--- config.mk ---
export PLATFORM = sky130hd
export DESIGN_NAME = positional_pid_with_feedforward_core
export DESIGN_NICKNAME = d
export VERILOG_FILES = /design/src/ppid_pkg.sv /design/src/positional_pid_with_feedforward_core.sv /design/src/ppid_cfg.sv /design/src/ppid_in_stage.sv /design/src/ppid_calc.sv /design/src/ppid_out_stage.sv
export SDC_FILE = /design/constraint.sdc
export NUM_CORES = 2
export LEC_CHECK = 0
export BUFFER_PORTS_ARGS = -buffer_cell sky130_fd_sc_hd__buf_2
export CAP_MARGIN = 20
export CORE_ASPECT_RATIO = 1.5
export CORE_MARGIN = 4
export CORE_UTILIZATION = 45
export CTS_CLUSTER_SIZE = 20
export DETAILED_ROUTE_END_ITERATION = 16
export GPL_TIMING_DRIVEN = 0
export PLACE_DENSITY_LB_ADDON = 0.3
export SYNTH_ARGS = -nofsm -noshare
export SYNTH_HDL_FRONTEND = slang
export SYNTH_HIERARCHICAL = 1
export SYNTH_SLANG_ARGS = --single-unit
--- constraint.sdc ---
create_clock -name clk -period 49.7 [get_ports clk]
set_clock_uncertainty 0.2 [all_clocks]
set_input_delay 4.97 -clock clk [delete_from_list [all_inputs] [get_ports clk]]
set_output_delay 4.97 -clock clk [all_outputs]
set_load 0.02 [all_outputs]
--- src/ppid_pkg.sv ---
// ----------------------------------------------------------------------------
// ppid_pkg: shared types and constants for the positional PID core
// Sample and gain formats, register indexes and the structs that pass
// configuration, input words and results between the modules.
// ----------------------------------------------------------------------------
package ppid_pkg;

  // Sample and gain formats
  localparam int SAMPLE_WIDTH   = 16;
  localparam int GAIN_FRAC_BITS = 8;
  localparam int GAIN_W         = 16;
  localparam int LIMIT_W        = 31;
  localparam int DRIVE_W        = 32;
  localparam int CFG_DATA_W     = 31;
  localparam int CFG_ADDR_W     = 3;

  // Derived datapath widths
  localparam int ERR_W   = SAMPLE_WIDTH + 1;          // error, target change
  localparam int DERR_W  = SAMPLE_WIDTH + 2;          // error change
  localparam int PE_W    = GAIN_W + ERR_W;            // gain * error
  localparam int PD_W    = GAIN_W + DERR_W;           // gain * error change
  localparam int INTEG_W = 48;                        // integral state
  localparam int SLIM_W  = LIMIT_W + GAIN_FRAC_BITS + 1;  // signed scaled limit
  localparam int ISUM_W  = ((INTEG_W > PE_W) ? INTEG_W : PE_W) + 1;
  localparam int SUM_W   = ((INTEG_W > PD_W) ? INTEG_W : PD_W) + 2;

  localparam logic [LIMIT_W-1:0] LIMIT_RESET = {LIMIT_W{1'b1}};

  // Configuration register indexes
  typedef enum logic [CFG_ADDR_W-1:0] {
    REG_GAIN_P         = 3'd0,
    REG_GAIN_I         = 3'd1,
    REG_GAIN_D         = 3'd2,
    REG_GAIN_FF        = 3'd3,
    REG_OUTPUT_LIMIT   = 3'd4,
    REG_INTEGRAL_LIMIT = 3'd5
  } cfg_idx_t;

  typedef struct packed {
    logic signed [GAIN_W-1:0] gain_p;
    logic signed [GAIN_W-1:0] gain_i;
    logic signed [GAIN_W-1:0] gain_d;
    logic signed [GAIN_W-1:0] gain_ff;
    logic [LIMIT_W-1:0]       output_limit;
    logic [LIMIT_W-1:0]       integral_limit;
  } cfg_t;

  typedef struct packed {
    logic signed [SAMPLE_WIDTH-1:0] target;
    logic signed [SAMPLE_WIDTH-1:0] measured;
    logic                           clear;
  } item_t;

  typedef struct packed {
    logic signed [DRIVE_W-1:0] drive;
    logic                      integral_clamped;
    logic                      output_saturated;
  } result_t;

endpackage

--- src/positional_pid_with_feedforward_core.sv ---
// ----------------------------------------------------------------------------
// positional_pid_with_feedforward_core: positional PID with set-point
// feedforward, fixed point
// Input register, one pass of PID arithmetic, result register.
//
//   channel  direction  handshake             payload
//   in_      into core  in_valid / in_stall   target, measured, clear
//   out_     from core  out_valid / out_stall drive, integral_clamped,
//                                             output_saturated
//   cfg_     into core  cfg_we                cfg_addr, cfg_wdata
//
// One word per cycle while the output is not stalled; each word passes the input register, then the result register.
// The rate is set by the integral feedback loop, which closes through the
// arithmetic pass into the state registers.
// Synchronous active-low reset clears valids, history, integral and
// registers (limits to all ones). A stalled result holds its word; the input
// register takes one more word, then stalls until the result leaves.
// ----------------------------------------------------------------------------
module positional_pid_with_feedforward_core (
  input  logic                                clk,
  input  logic                                rst_n,
  input  logic                                in_valid,
  output logic                                in_stall,
  input  logic signed [ppid_pkg::SAMPLE_WIDTH-1:0] in_target,
  input  logic signed [ppid_pkg::SAMPLE_WIDTH-1:0] in_measured,
  input  logic                                in_clear,
  output logic                                out_valid,
  input  logic                                out_stall,
  output logic signed [ppid_pkg::DRIVE_W-1:0] out_drive,
  output logic                                out_integral_clamped,
  output logic                                out_output_saturated,
  input  logic                                cfg_we,
  input  logic [ppid_pkg::CFG_ADDR_W-1:0]     cfg_addr,
  input  logic [ppid_pkg::CFG_DATA_W-1:0]     cfg_wdata
);
  import ppid_pkg::*;

  cfg_t    cfg;
  item_t   in_item, s1_item;
  result_t result, out_result;
  logic    s1_valid, advance;

  assign in_item.target   = in_target;
  assign in_item.measured = in_measured;
  assign in_item.clear    = in_clear;

  ppid_cfg u_cfg (
    .clk       (clk),
    .rst_n     (rst_n),
    .cfg_we    (cfg_we),
    .cfg_addr  (cfg_addr),
    .cfg_wdata (cfg_wdata),
    .cfg       (cfg)
  );

  ppid_in_stage u_in (
    .clk      (clk),
    .rst_n    (rst_n),
    .in_valid (in_valid),
    .in_stall (in_stall),
    .in_item  (in_item),
    .advance  (advance),
    .s1_valid (s1_valid),
    .s1_item  (s1_item)
  );

  ppid_calc u_calc (
    .clk     (clk),
    .rst_n   (rst_n),
    .advance (advance),
    .s1_item (s1_item),
    .cfg     (cfg),
    .result  (result)
  );

  ppid_out_stage u_out (
    .clk        (clk),
    .rst_n      (rst_n),
    .s1_valid   (s1_valid),
    .result     (result),
    .advance    (advance),
    .out_valid  (out_valid),
    .out_stall  (out_stall),
    .out_result (out_result)
  );

  assign out_drive            = out_result.drive;
  assign out_integral_clamped = out_result.integral_clamped;
  assign out_output_saturated = out_result.output_saturated;

  // An empty result register never stalls the input
  a_no_stall_when_empty: assert property (@(posedge clk) disable iff (!rst_n)
    !out_valid |-> !in_stall)
    else $error("input stalled while result register empty");

  // A result appears only after a word moved out of the input register
  a_result_from_advance: assert property (@(posedge clk) disable iff (!rst_n)
    $rose(out_valid) |-> $past(advance) && $past(s1_valid))
    else $error("result valid without a word advancing");

  // A clear word yields a zero result with both flags low
  a_clear_zero: assert property (@(posedge clk) disable iff (!rst_n)
    (advance && s1_item.clear) |=>
      (out_drive == '0) && !out_integral_clamped && !out_output_saturated)
    else $error("clear word gave a nonzero result");

endmodule

--- src/ppid_cfg.sv ---
// ----------------------------------------------------------------------------
// ppid_cfg: configuration register file
// Decodes the write port into the gain and limit registers.
// ----------------------------------------------------------------------------
module ppid_cfg (
  input  logic                            clk,
  input  logic                            rst_n,
  input  logic                            cfg_we,
  input  logic [ppid_pkg::CFG_ADDR_W-1:0] cfg_addr,
  input  logic [ppid_pkg::CFG_DATA_W-1:0] cfg_wdata,
  output ppid_pkg::cfg_t                  cfg
);
  import ppid_pkg::*;

  cfg_t cfg_r, cfg_nxt;

  // Register decode; unknown indexes are dropped
  always_comb begin
    cfg_nxt = cfg_r;
    if (cfg_we) begin
      unique case (cfg_addr)
        REG_GAIN_P:         cfg_nxt.gain_p         = cfg_wdata[GAIN_W-1:0];
        REG_GAIN_I:         cfg_nxt.gain_i         = cfg_wdata[GAIN_W-1:0];
        REG_GAIN_D:         cfg_nxt.gain_d         = cfg_wdata[GAIN_W-1:0];
        REG_GAIN_FF:        cfg_nxt.gain_ff        = cfg_wdata[GAIN_W-1:0];
        REG_OUTPUT_LIMIT:   cfg_nxt.output_limit   = cfg_wdata[LIMIT_W-1:0];
        REG_INTEGRAL_LIMIT: cfg_nxt.integral_limit = cfg_wdata[LIMIT_W-1:0];
        default:            cfg_nxt = cfg_r;
      endcase
    end
  end

  always_ff @(posedge clk) begin
    if (!rst_n) begin
      cfg_r.gain_p         <= '0;
      cfg_r.gain_i         <= '0;
      cfg_r.gain_d         <= '0;
      cfg_r.gain_ff        <= '0;
      cfg_r.output_limit   <= LIMIT_RESET;
      cfg_r.integral_limit <= LIMIT_RESET;
    end else begin
      cfg_r <= cfg_nxt;
    end
  end

  assign cfg = cfg_r;

endmodule

--- src/ppid_in_stage.sv ---
// ----------------------------------------------------------------------------
// ppid_in_stage: input register
// Captures one word per cycle unless stalled and holds it until the result stage takes it.
// ----------------------------------------------------------------------------
module ppid_in_stage (
  input  logic            clk,
  input  logic            rst_n,
  input  logic            in_valid,
  output logic            in_stall,
  input  ppid_pkg::item_t in_item,
  input  logic            advance,
  output logic            s1_valid,
  output ppid_pkg::item_t s1_item
);
  import ppid_pkg::*;

  logic  valid_r, valid_nxt;
  item_t item_r;
  logic  load;

  // Stall only while a held word cannot move on this cycle
  assign in_stall = valid_r && !advance;
  assign load     = in_valid && !in_stall;

  always_comb begin
    valid_nxt = valid_r;
    if (load) begin
      valid_nxt = 1'b1;
    end else if (advance) begin
      valid_nxt = 1'b0;
    end
  end

  always_ff @(posedge clk) begin
    if (!rst_n) begin
      valid_r <= 1'b0;
    end else begin
      valid_r <= valid_nxt;
    end
  end

  // Payload needs no reset
  always_ff @(posedge clk) begin
    if (load) begin
      item_r <= in_item;
    end
  end

  assign s1_valid = valid_r;
  assign s1_item  = item_r;

endmodule

--- src/ppid_calc.sv ---
// ----------------------------------------------------------------------------
// ppid_calc: PID arithmetic and controller state
// Error, changes, four products, integral clamp and output clamp in one
// pass; the history and integral registers update when a word moves on.
// ----------------------------------------------------------------------------
module ppid_calc (
  input  logic              clk,
  input  logic              rst_n,
  input  logic              advance,
  input  ppid_pkg::item_t   s1_item,
  input  ppid_pkg::cfg_t    cfg,
  output ppid_pkg::result_t result
);
  import ppid_pkg::*;

  logic signed [ERR_W-1:0]        prev_err_r, prev_err_nxt;
  logic signed [SAMPLE_WIDTH-1:0] prev_tgt_r, prev_tgt_nxt;
  logic signed [INTEG_W-1:0]      integ_r, integ_nxt;

  logic signed [ERR_W-1:0]  err;
  logic signed [DERR_W-1:0] derr;
  logic signed [ERR_W-1:0]  dtgt;
  logic signed [PE_W-1:0]   prod_p, prod_i, prod_f;
  logic signed [PD_W-1:0]   prod_d;
  logic signed [SLIM_W-1:0] ilim, olim;
  logic signed [ISUM_W-1:0] isum_raw, isum_cl, ilim_pos, ilim_neg;
  logic signed [SUM_W-1:0]  sum_raw, sum_cl, olim_pos, olim_neg;
  logic                     ihit, ohit;

  // Error and changes, widened by one bit so nothing wraps
  assign err  = ERR_W'(s1_item.target) - ERR_W'(s1_item.measured);
  assign derr = DERR_W'(err) - DERR_W'(prev_err_r);
  assign dtgt = ERR_W'(s1_item.target) - ERR_W'(prev_tgt_r);

  // Gain products, exact, GAIN_FRAC_BITS fraction bits
  assign prod_p = PE_W'(cfg.gain_p) * PE_W'(err);
  assign prod_i = PE_W'(cfg.gain_i) * PE_W'(err);
  assign prod_f = PE_W'(cfg.gain_ff) * PE_W'(dtgt);
  assign prod_d = PD_W'(cfg.gain_d) * PD_W'(derr);

  // Limits scaled to the fraction format
  assign ilim = {1'b0, cfg.integral_limit, {GAIN_FRAC_BITS{1'b0}}};
  assign olim = {1'b0, cfg.output_limit, {GAIN_FRAC_BITS{1'b0}}};

  // Integral accumulate and symmetric clamp
  assign isum_raw = ISUM_W'(integ_r) + ISUM_W'(prod_i);
  assign ilim_pos = ISUM_W'(ilim);
  assign ilim_neg = -ilim_pos;

  always_comb begin
    ihit    = 1'b1;
    isum_cl = isum_raw;
    if (isum_raw > ilim_pos) begin
      isum_cl = ilim_pos;
    end else if (isum_raw < ilim_neg) begin
      isum_cl = ilim_neg;
    end else begin
      ihit = 1'b0;
    end
  end

  // Output sum and symmetric clamp
  assign sum_raw = SUM_W'(prod_p) + SUM_W'(isum_cl) + SUM_W'(prod_d) + SUM_W'(prod_f);
  assign olim_pos = SUM_W'(olim);
  assign olim_neg = -olim_pos;

  always_comb begin
    ohit   = 1'b1;
    sum_cl = sum_raw;
    if (sum_raw > olim_pos) begin
      sum_cl = olim_pos;
    end else if (sum_raw < olim_neg) begin
      sum_cl = olim_neg;
    end else begin
      ohit = 1'b0;
    end
  end

  // Result: drop fraction bits (floor); a clear word gives all zeros
  always_comb begin
    if (s1_item.clear) begin
      result = '0;
    end else begin
      result.drive            = sum_cl[GAIN_FRAC_BITS +: DRIVE_W];
      result.integral_clamped = ihit;
      result.output_saturated = ohit;
    end
  end

  // State update; clear keeps the previous target
  always_comb begin
    prev_err_nxt = prev_err_r;
    prev_tgt_nxt = prev_tgt_r;
    integ_nxt    = integ_r;
    if (advance) begin
      if (s1_item.clear) begin
        prev_err_nxt = '0;
        integ_nxt    = '0;
      end else begin
        prev_err_nxt = err;
        prev_tgt_nxt = s1_item.target;
        integ_nxt    = INTEG_W'(isum_cl);
      end
    end
  end

  always_ff @(posedge clk) begin
    if (!rst_n) begin
      prev_err_r <= '0;
      prev_tgt_r <= '0;
      integ_r    <= '0;
    end else begin
      prev_err_r <= prev_err_nxt;
      prev_tgt_r <= prev_tgt_nxt;
      integ_r    <= integ_nxt;
    end
  end

endmodule

--- src/ppid_out_stage.sv ---
// ----------------------------------------------------------------------------
// ppid_out_stage: result register
// Holds one result word; takes a new one whenever it is empty or drained.
// ----------------------------------------------------------------------------
module ppid_out_stage (
  input  logic              clk,
  input  logic              rst_n,
  input  logic              s1_valid,
  input  ppid_pkg::result_t result,
  output logic              advance,
  output logic              out_valid,
  input  logic              out_stall,
  output ppid_pkg::result_t out_result
);
  import ppid_pkg::*;

  logic    valid_r, valid_nxt;
  result_t result_r;

  // Move on when the register is empty or its word leaves this cycle
  assign advance = s1_valid && (!valid_r || !out_stall);

  always_comb begin
    valid_nxt = valid_r;
    if (advance) begin
      valid_nxt = 1'b1;
    end else if (!out_stall) begin
      valid_nxt = 1'b0;
    end
  end

  always_ff @(posedge clk) begin
    if (!rst_n) begin
      valid_r <= 1'b0;
    end else begin
      valid_r <= valid_nxt;
    end
  end

  always_ff @(posedge clk) begin
    if (advance) begin
      result_r <= result;
    end
  end

  assign out_valid  = valid_r;
  assign out_result = result_r;

endmodule
# [Word-level counts from Yosys, hierarchy flattened]
# Index checks and enable logic that the tools add are counted.
[word_totals] reg_bits=276 input_bits=72 output_inout_bits=36
[op_classes] n_addsub=9 n_mul=4 order_cmp=4 eq_ne=6 n_mux=14 n_bitwise=1 n_reduce_logical=18
[ops] op="$mul 16x17->33" n=3
[ops] op="$mux 49" n=2
[ops] op="$add 33x49->50" n=1
[ops] op="$add 50x33->50" n=1
[ops] op="$add 50x34->50" n=1
[ops] op="$gt 50x40->1" n=1
[ops] op="$lt 50x50->1" n=1
[ops] op="$neg 39->50" n=1
[ops] op="$add 48x33->49" n=1
[ops] op="$gt 49x40->1" n=1
[ops] op="$lt 49x49->1" n=1
[ops] op="$neg 39->49" n=1
[ops] op="$mux 48" n=1
[ops] op="$mux 40" n=1
[ops] op="$mux 39" n=1
[ops] op="$mul 16x18->34" n=1
[ops] op="$sub 16x16->17" n=2
[ops] op="$sub 17x17->18" n=1
[ops] op="$mux 17" n=1
[ops] op="$reduce_and 2->1" n=7
[ops] op="$mux 1" n=8
[ops] op="$eq 3x2->1 const B" n=2
[ops] op="$eq 3x3->1 const B" n=2
[ops] op="$logic_not 1->1" n=4
[ops] op="other kinds (8)" n=10

# [Logic depth before layout (Yosys ltp)]
[depth] word_depth=12 depth_mapped=96

# [By module]
# The synthesis kept the hierarchy.
[modules_own_cells] module="ppid_calc" n_inst=1 cells_each=7343 area_each_um2=64120.2
[modules_own_cells] module="ppid_cfg" n_inst=1 cells_each=465 area_each_um2=4898.4
[modules_own_cells] module="ppid_out_stage" n_inst=1 cells_each=38 area_each_um2=1059.8
[modules_own_cells] module="ppid_in_stage" n_inst=1 cells_each=37 area_each_um2=1038.5

# [Least setup slack after synthesis]
# No wires, ideal clock.
[synth_path] path_kind="flip-flop to flip-flop" from="register u_in.item_r, in the netlist u_in/s1_item[1]" to="register u_out.result_r, in the netlist u_out/out_result[4], data pin" setup_time_ns=0.261 arrival_ns=20.443 required_ns=49.239 slack_ns=28.796 path_stages_with_launch=90 period_less_slack_ns=20.904 path_cell_list="edfxtp_1 -> ha_1 -> fa_1 -> nor2b_1 -> o21ai_0 -> a21boi_0 -> o21ai_0 -> a21boi_0 -> o21ai_0 -> a21boi_0 -> o21a_1 -> o21ai_0 -> a21oi_1 -> a41oi_1 -> clkbuf_1 -> nand2_1 -> inv_1 -> fa_1 -> [54 not listed] -> a21oi_1 -> xnor2_1 -> ha_1 -> a21oi_1 -> o21ai_0 -> o311ai_0 -> nand3_1 -> o31ai_1 -> nor3b_1 -> a211oi_1 -> a211oi_1 -> o221ai_1 -> a221o_1 -> buf_2 -> buf_2 -> buf_2 -> nor3_1 -> a311o_1"
[synth_between] elab_chain_cells=12
[synth_rtl] element="from (decl)" line_no="ppid_in_stage.sv:18" rtl="item_t item_r;"
[synth_rtl] element="from (signal assigned)" line_no="ppid_in_stage.sv:45" rtl="item_r <= in_item;"
[synth_rtl] element="$sub 16x16->17 *" line_no="ppid_calc.sv:31" rtl="assign err = ERR_W'(s1_item.target) - ERR_W'(s1_item.measured);"
[synth_rtl] element="$mul 16x17->33" line_no="ppid_calc.sv:37" rtl="assign prod_i = PE_W'(cfg.gain_i) * PE_W'(err);"
[synth_rtl] element="$add 48x33->49" line_no="ppid_calc.sv:46" rtl="assign isum_raw = ISUM_W'(integ_r) + ISUM_W'(prod_i);"
[synth_rtl] element="$lt 49x49->1" line_no="ppid_calc.sv:55" rtl="end else if (isum_raw < ilim_neg) begin"
[synth_rtl] element="$mux 49" line_no="ppid_calc.sv:55"
[synth_rtl] element="$mux 49" line_no="ppid_calc.sv:53" rtl="if (isum_raw > ilim_pos) begin"
[synth_rtl] element="$add 33x49->50" line_no="ppid_calc.sv:63" rtl="assign sum_raw = SUM_W'(prod_p) + SUM_W'(isum_cl) + SUM_W'(prod_d) + SUM_W'(prod_f);"
[synth_rtl] element="$add 50x34->50 *" line_no="ppid_calc.sv:63"
[synth_rtl] element="$add 50x33->50 *" line_no="ppid_calc.sv:63"
[synth_rtl] element="$lt 50x50->1" line_no="ppid_calc.sv:72" rtl="end else if (sum_raw < olim_neg) begin"
[synth_rtl] element="$mux 40" line_no="ppid_calc.sv:72"
[synth_rtl] element="$mux 39 *" line_no="ppid_calc.sv:70" rtl="if (sum_raw > olim_pos) begin"
[synth_rtl] element="to (signal assigned)" line_no="ppid_out_stage.sv:42" rtl="result_r <= result;"
[synth_rtl] element="to (decl)" line_no="ppid_out_stage.sv:18" rtl="result_t result_r;"
# Mark *: on every way between the ends. The rest lies on a longest branch, timed or not.
# A chain may end at the register's enable or synchronous reset.

# [Worst setup path in the final report]
[layout_path] from="register u_in.item_r, in the netlist u_in/s1_item[18]" to="register u_out.result_r, in the netlist u_out/out_result[15], data pin"
[layout_between] elab_chain_cells=12
[layout_rtl] element="$sub 16x16->17" line_no="ppid_calc.sv:31"
[layout_rtl] element="$mul 16x17->33" line_no="ppid_calc.sv:37"
[layout_rtl] element="$add 48x33->49" line_no="ppid_calc.sv:46"
[layout_rtl] element="$lt 49x49->1" line_no="ppid_calc.sv:55"
[layout_rtl] element="$mux 49" line_no="ppid_calc.sv:55"
[layout_rtl] element="$mux 49" line_no="ppid_calc.sv:53"
[layout_rtl] element="$add 33x49->50" line_no="ppid_calc.sv:63"
[layout_rtl] element="$add 50x34->50" line_no="ppid_calc.sv:63"
[layout_rtl] element="$add 50x33->50 *" line_no="ppid_calc.sv:63"
[layout_rtl] element="$lt 50x50->1" line_no="ppid_calc.sv:72"
[layout_rtl] element="$mux 40" line_no="ppid_calc.sv:72"
[layout_rtl] element="$mux 39 *" line_no="ppid_calc.sv:70"
# Marks and branches as above.

==> impl_results.rst <==
.. list-table::
   :header-rows: 1

   * - Metric
     - Value
   * - Number of I/O port buffers
     - 107
   * - Area share of xor/xnor cells in the synthesized design
     - 0.02266
   * - Flip-flop and latch count after synthesis
     - 276
   * - Crit path largest cell delay
     - between 0.8 and 0.9 ns
   * - Layout-stage area growth over the synthesis result
     - 7.263%
   * - Worst Path Required
     - roughly 50 ns
   * - Highest achievable clock rate
     - 35.28 MHz
   * - Arithmetic-cell share of the synthesized area counting full adders, half adders and majority gates
     - 0.5301
   * - Source-to-sink clock delay at the later pin of the worst-skew pair
     - about 0.68 ns
   * - Run status
     - finished clean
   * - Endpoint kind of the worst setup timing path
     - flop
   * - I/O pin total
     - 108
   * - Multiplexer fraction of the synthesized cell area
     - 0.02266
   * - Data arrival, critical path
     - about 28 ns
   * - Total non-filler cell area in the finished layout
     - 76280 um2
   * - Worst supply voltage drop on vdd
     - 0.0001011 V
   * - Top post-synthesis cells by count
     - 1936 x sky130_fd_sc_hd__inv_1, 1539 x sky130_fd_sc_hd__fa_1, 992 x sky130_fd_sc_hd__nand2_1
   * - Synthesized-area fraction occupied by ao, oa, aoi and oai cells
     - 0.07430
   * - TritonCTS clock tree
     - built
   * - Violation count after the first detailed-route iteration
     - approximately 3500
   * - Leakage
     - about 37 nW
   * - Cell with the most instances after synthesis
     - sky130_fd_sc_hd__inv_1
   * - Worst slew pin tran
     - roughly 1.2 ns
   * - Worst hold slack
     - roughly 0.26 ns
   * - Number of buffers added for setup after CTS
     - 0
   * - Summed instance area of the synthesized netlist
     - 71120 um2
   * - Chip Height
     - about 500 um
   * - Vias in the first global route
     - around 60000
   * - Sequential fraction of the synthesis area
     - 0.08712
   * - Chip Width
     - 332.6 um
   * - CP max stage cell
     - sky130_fd_sc_hd__a21oi_1
   * - Grt ovf
     - 0
   * - Synth Net Count
     - about 10000
   * - Cell count after synthesis
     - 7883
   * - Post-detailed-route DRC marker count
     - 0
   * - Proportion of netlist area held by the largest area contributor
     - 0.4332
   * - Core utilization of the finished layout
     - 0.4858
   * - Per-cell via count in the routed design
     - 5.429
   * - Layout net count
     - slightly above 10000
   * - Most area-hungry cell type in the Yosys netlist
     - sky130_fd_sc_hd__fa_1
   * - Core Area
     - 157000 um2
   * - Number of buffers created by CTS
     - 40
   * - Warning count from the yosys run
     - 6
   * - Final setup TNS
     - 0 ns
   * - Total of cells resized after clock tree synthesis
     - 0
   * - Final worst path period need
     - 28.35 ns
   * - Classification of the worst-slack hold path
     - reg2reg
   * - Largest family of logic cells by synthesized area
     - adder cells
   * - Gpl congestion
     - between 1 and 1.5
   * - Kind of start point of the critical path
     - flop
   * - Asr flop ratio synth
     - 0
   * - Number of buffers on the longest clock path
     - 3
   * - Count of cell types in the netlist
     - 94
   * - Worst relative slew slack
     - 0.1862
   * - First-pass iteration count of the detailed router
     - 7
   * - Via total after detailed routing
     - 55280
   * - Final hold violation count
     - 0
   * - # hold bufs at CTS
     - 0
   * - Share of the clock period used by the worst path after layout
     - 0.5703
   * - Effective utilization at floorplan
     - 0.4529
   * - FP Rows
     - between 150 and 200
   * - Cell area reported after detailed placement
     - ~75000 um2
   * - Die area
     - ~160000 um2
   * - Pin count of the biggest net entering global routing
     - 33
   * - CTS H-Tree Depth
     - 2
   * - Max-slew violations
     - 0
   * - Placed cell count
     - ~10000
   * - Finish-stage setup viols
     - 0
   * - Remaining antenna violation count after routing
     - 0
   * - Top post-synthesis cells by area
     - sky130_fd_sc_hd__fa_1 43%, sky130_fd_sc_hd__inv_1 10%, sky130_fd_sc_hd__ha_1 9.7%, sky130_fd_sc_hd__dfxtp_1 5.9%, sky130_fd_sc_hd__nand2_1 5.2%
   * - Share of layout cells above drive strength 1
     - 0.03837
   * - Top cell by count, worst path
     - sky130_fd_sc_hd__fa_1
   * - Initial antenna violation count
     - 8
   * - Cell chosen for the clock root
     - sky130_fd_sc_hd__clkbuf_16
   * - Post-synth EDFFs
     - 67
   * - Post-Synthesis Mean Instance Area
     - ~9.0 um2
   * - Worst path setup slack after routing
     - between 20 and 25 ns
   * - Combined global-route utilization of all metal layers
     - 0.3191
   * - Flip-flop cell with the highest count after synthesis
     - sky130_fd_sc_hd__dfxtp_1
   * - Unrepaired setup endpoints after global routing
     - false
   * - Global-route wire length before repair
     - roughly 390000 um
   * - Power, Total
     - 4.458 mW
   * - Max-cap violation count
     - 0
   * - Detailed Route WL
     - approximately 260000 um
   * - Simple-gate share of the synthesized area
     - 0.1429
   * - Kind of critical path
     - reg2reg
   * - Clock transition at the registers of the reported paths
     - approximately 0.06 ns
   * - Critical path fanouts, max
     - 10
   * - Detailed-route wire length per cell
     - between 20 and 30 um
   * - Number of clock sinks
     - roughly 280
   * - Final cell count without fillers
     - 10180
   * - Post-placement worst setup slack
     - roughly 22 ns
   * - Half-perimeter wire length of the detailed placement result
     - 227600 um
   * - Pwr/cell area
     - between 50 and 60 nW/um2
critical path: cells and delay by family (launching register included):
family	cells	cell delay, ns
AOI/OAI and AO/OA	24	8.52
xor gates and xnor gates	3	1.17
DFF	1	0.51
and+or+nand+nor	20	3.75
adders and majority gates	19	9.15
buffers and inverters	18	4.62
cells in the final DEF, fill, tap and decap left out, types with 201 or more instances in the layout:
cell type,Yosys,routed
sky130_fd_sc_hd__nor2b_1,230,229
sky130_fd_sc_hd__nor2_1,212,209
sky130_fd_sc_hd__a21oi_1,201,201
sky130_fd_sc_hd__ha_1,550,550
sky130_fd_sc_hd__nand2_1,992,992
sky130_fd_sc_hd__and2_1,322,321
sky130_fd_sc_hd__dfxtp_1,209,209
sky130_fd_sc_hd__clkbuf_1,270,273
sky130_fd_sc_hd__fa_1,1539,1537
sky130_fd_sc_hd__inv_1,1936,1936
registers in the layout, summed over array words and instances (netlist names):
register           flops
u_cfg/cfg            126
u_calc/integ_r        48
u_out/out_result      34
u_in/s1_item          33
u_calc/prev_err_r     17
u_calc/prev_tgt_r     16
u_in/s1_valid          1
u_out/out_valid        1
per-layer routing:
layer / vias to the layer above / wire (um) / GRT usage
li1: 24250 / - / -
met1: 28210 / 87710 / 0.3384
met2: 1982 / 129500 / 0.5628
met3: 832 / 14840 / 0.04768
met4: 0 / 27030 / 0.2604
met5: - / 0 / 0
kinds of logic (layout without fill, tap and decap cells):
group / Yosys count / after routing
simple gates: 2112 / 2112
buf+inv: 2255 / 2477
fa+ha+maj: 2090 / 2090
other cells: 0 / 7
flops: 276 / 276
xor+xnor: 184 / 184
compound gates: 806 / 806
mux: 160 / 160
power breakdown:
part           internal, mW  switching (mW)
registers             0.263          0.0176
logic                  1.30            2.57
clock network         0.160           0.138
total                  1.73            2.73
path summary, 6_finish.rpt:
path | from | to | slack [ns] | cells past startpoint
worst max register to register | u_in/s1_item[18] | u_out/out_result[15] | 21.35 | 84
worst min-delay path | u_cfg/cfg[72] | u_cfg/cfg[72] | 0.26 | 2
worst min register to register | u_cfg/cfg[72] | u_cfg/cfg[72] | 0.26 | 2
worst max-delay path | u_in/s1_item[18] | u_out/out_result[15] | 21.35 | 84
final cells by class:
type	count	area [um2]
repair buffers	148	1131
flip-flops and latches	276	6196
well taps	2070	2590
inverters	1939	7279
multi-input cells	5352	56470
fillers	15140	80730
clock buffers	49	1076
diodes	7	17.52
plain buffers	316	1277
clock inverters	25	246.5
Power figures use the tool's default switching activity.
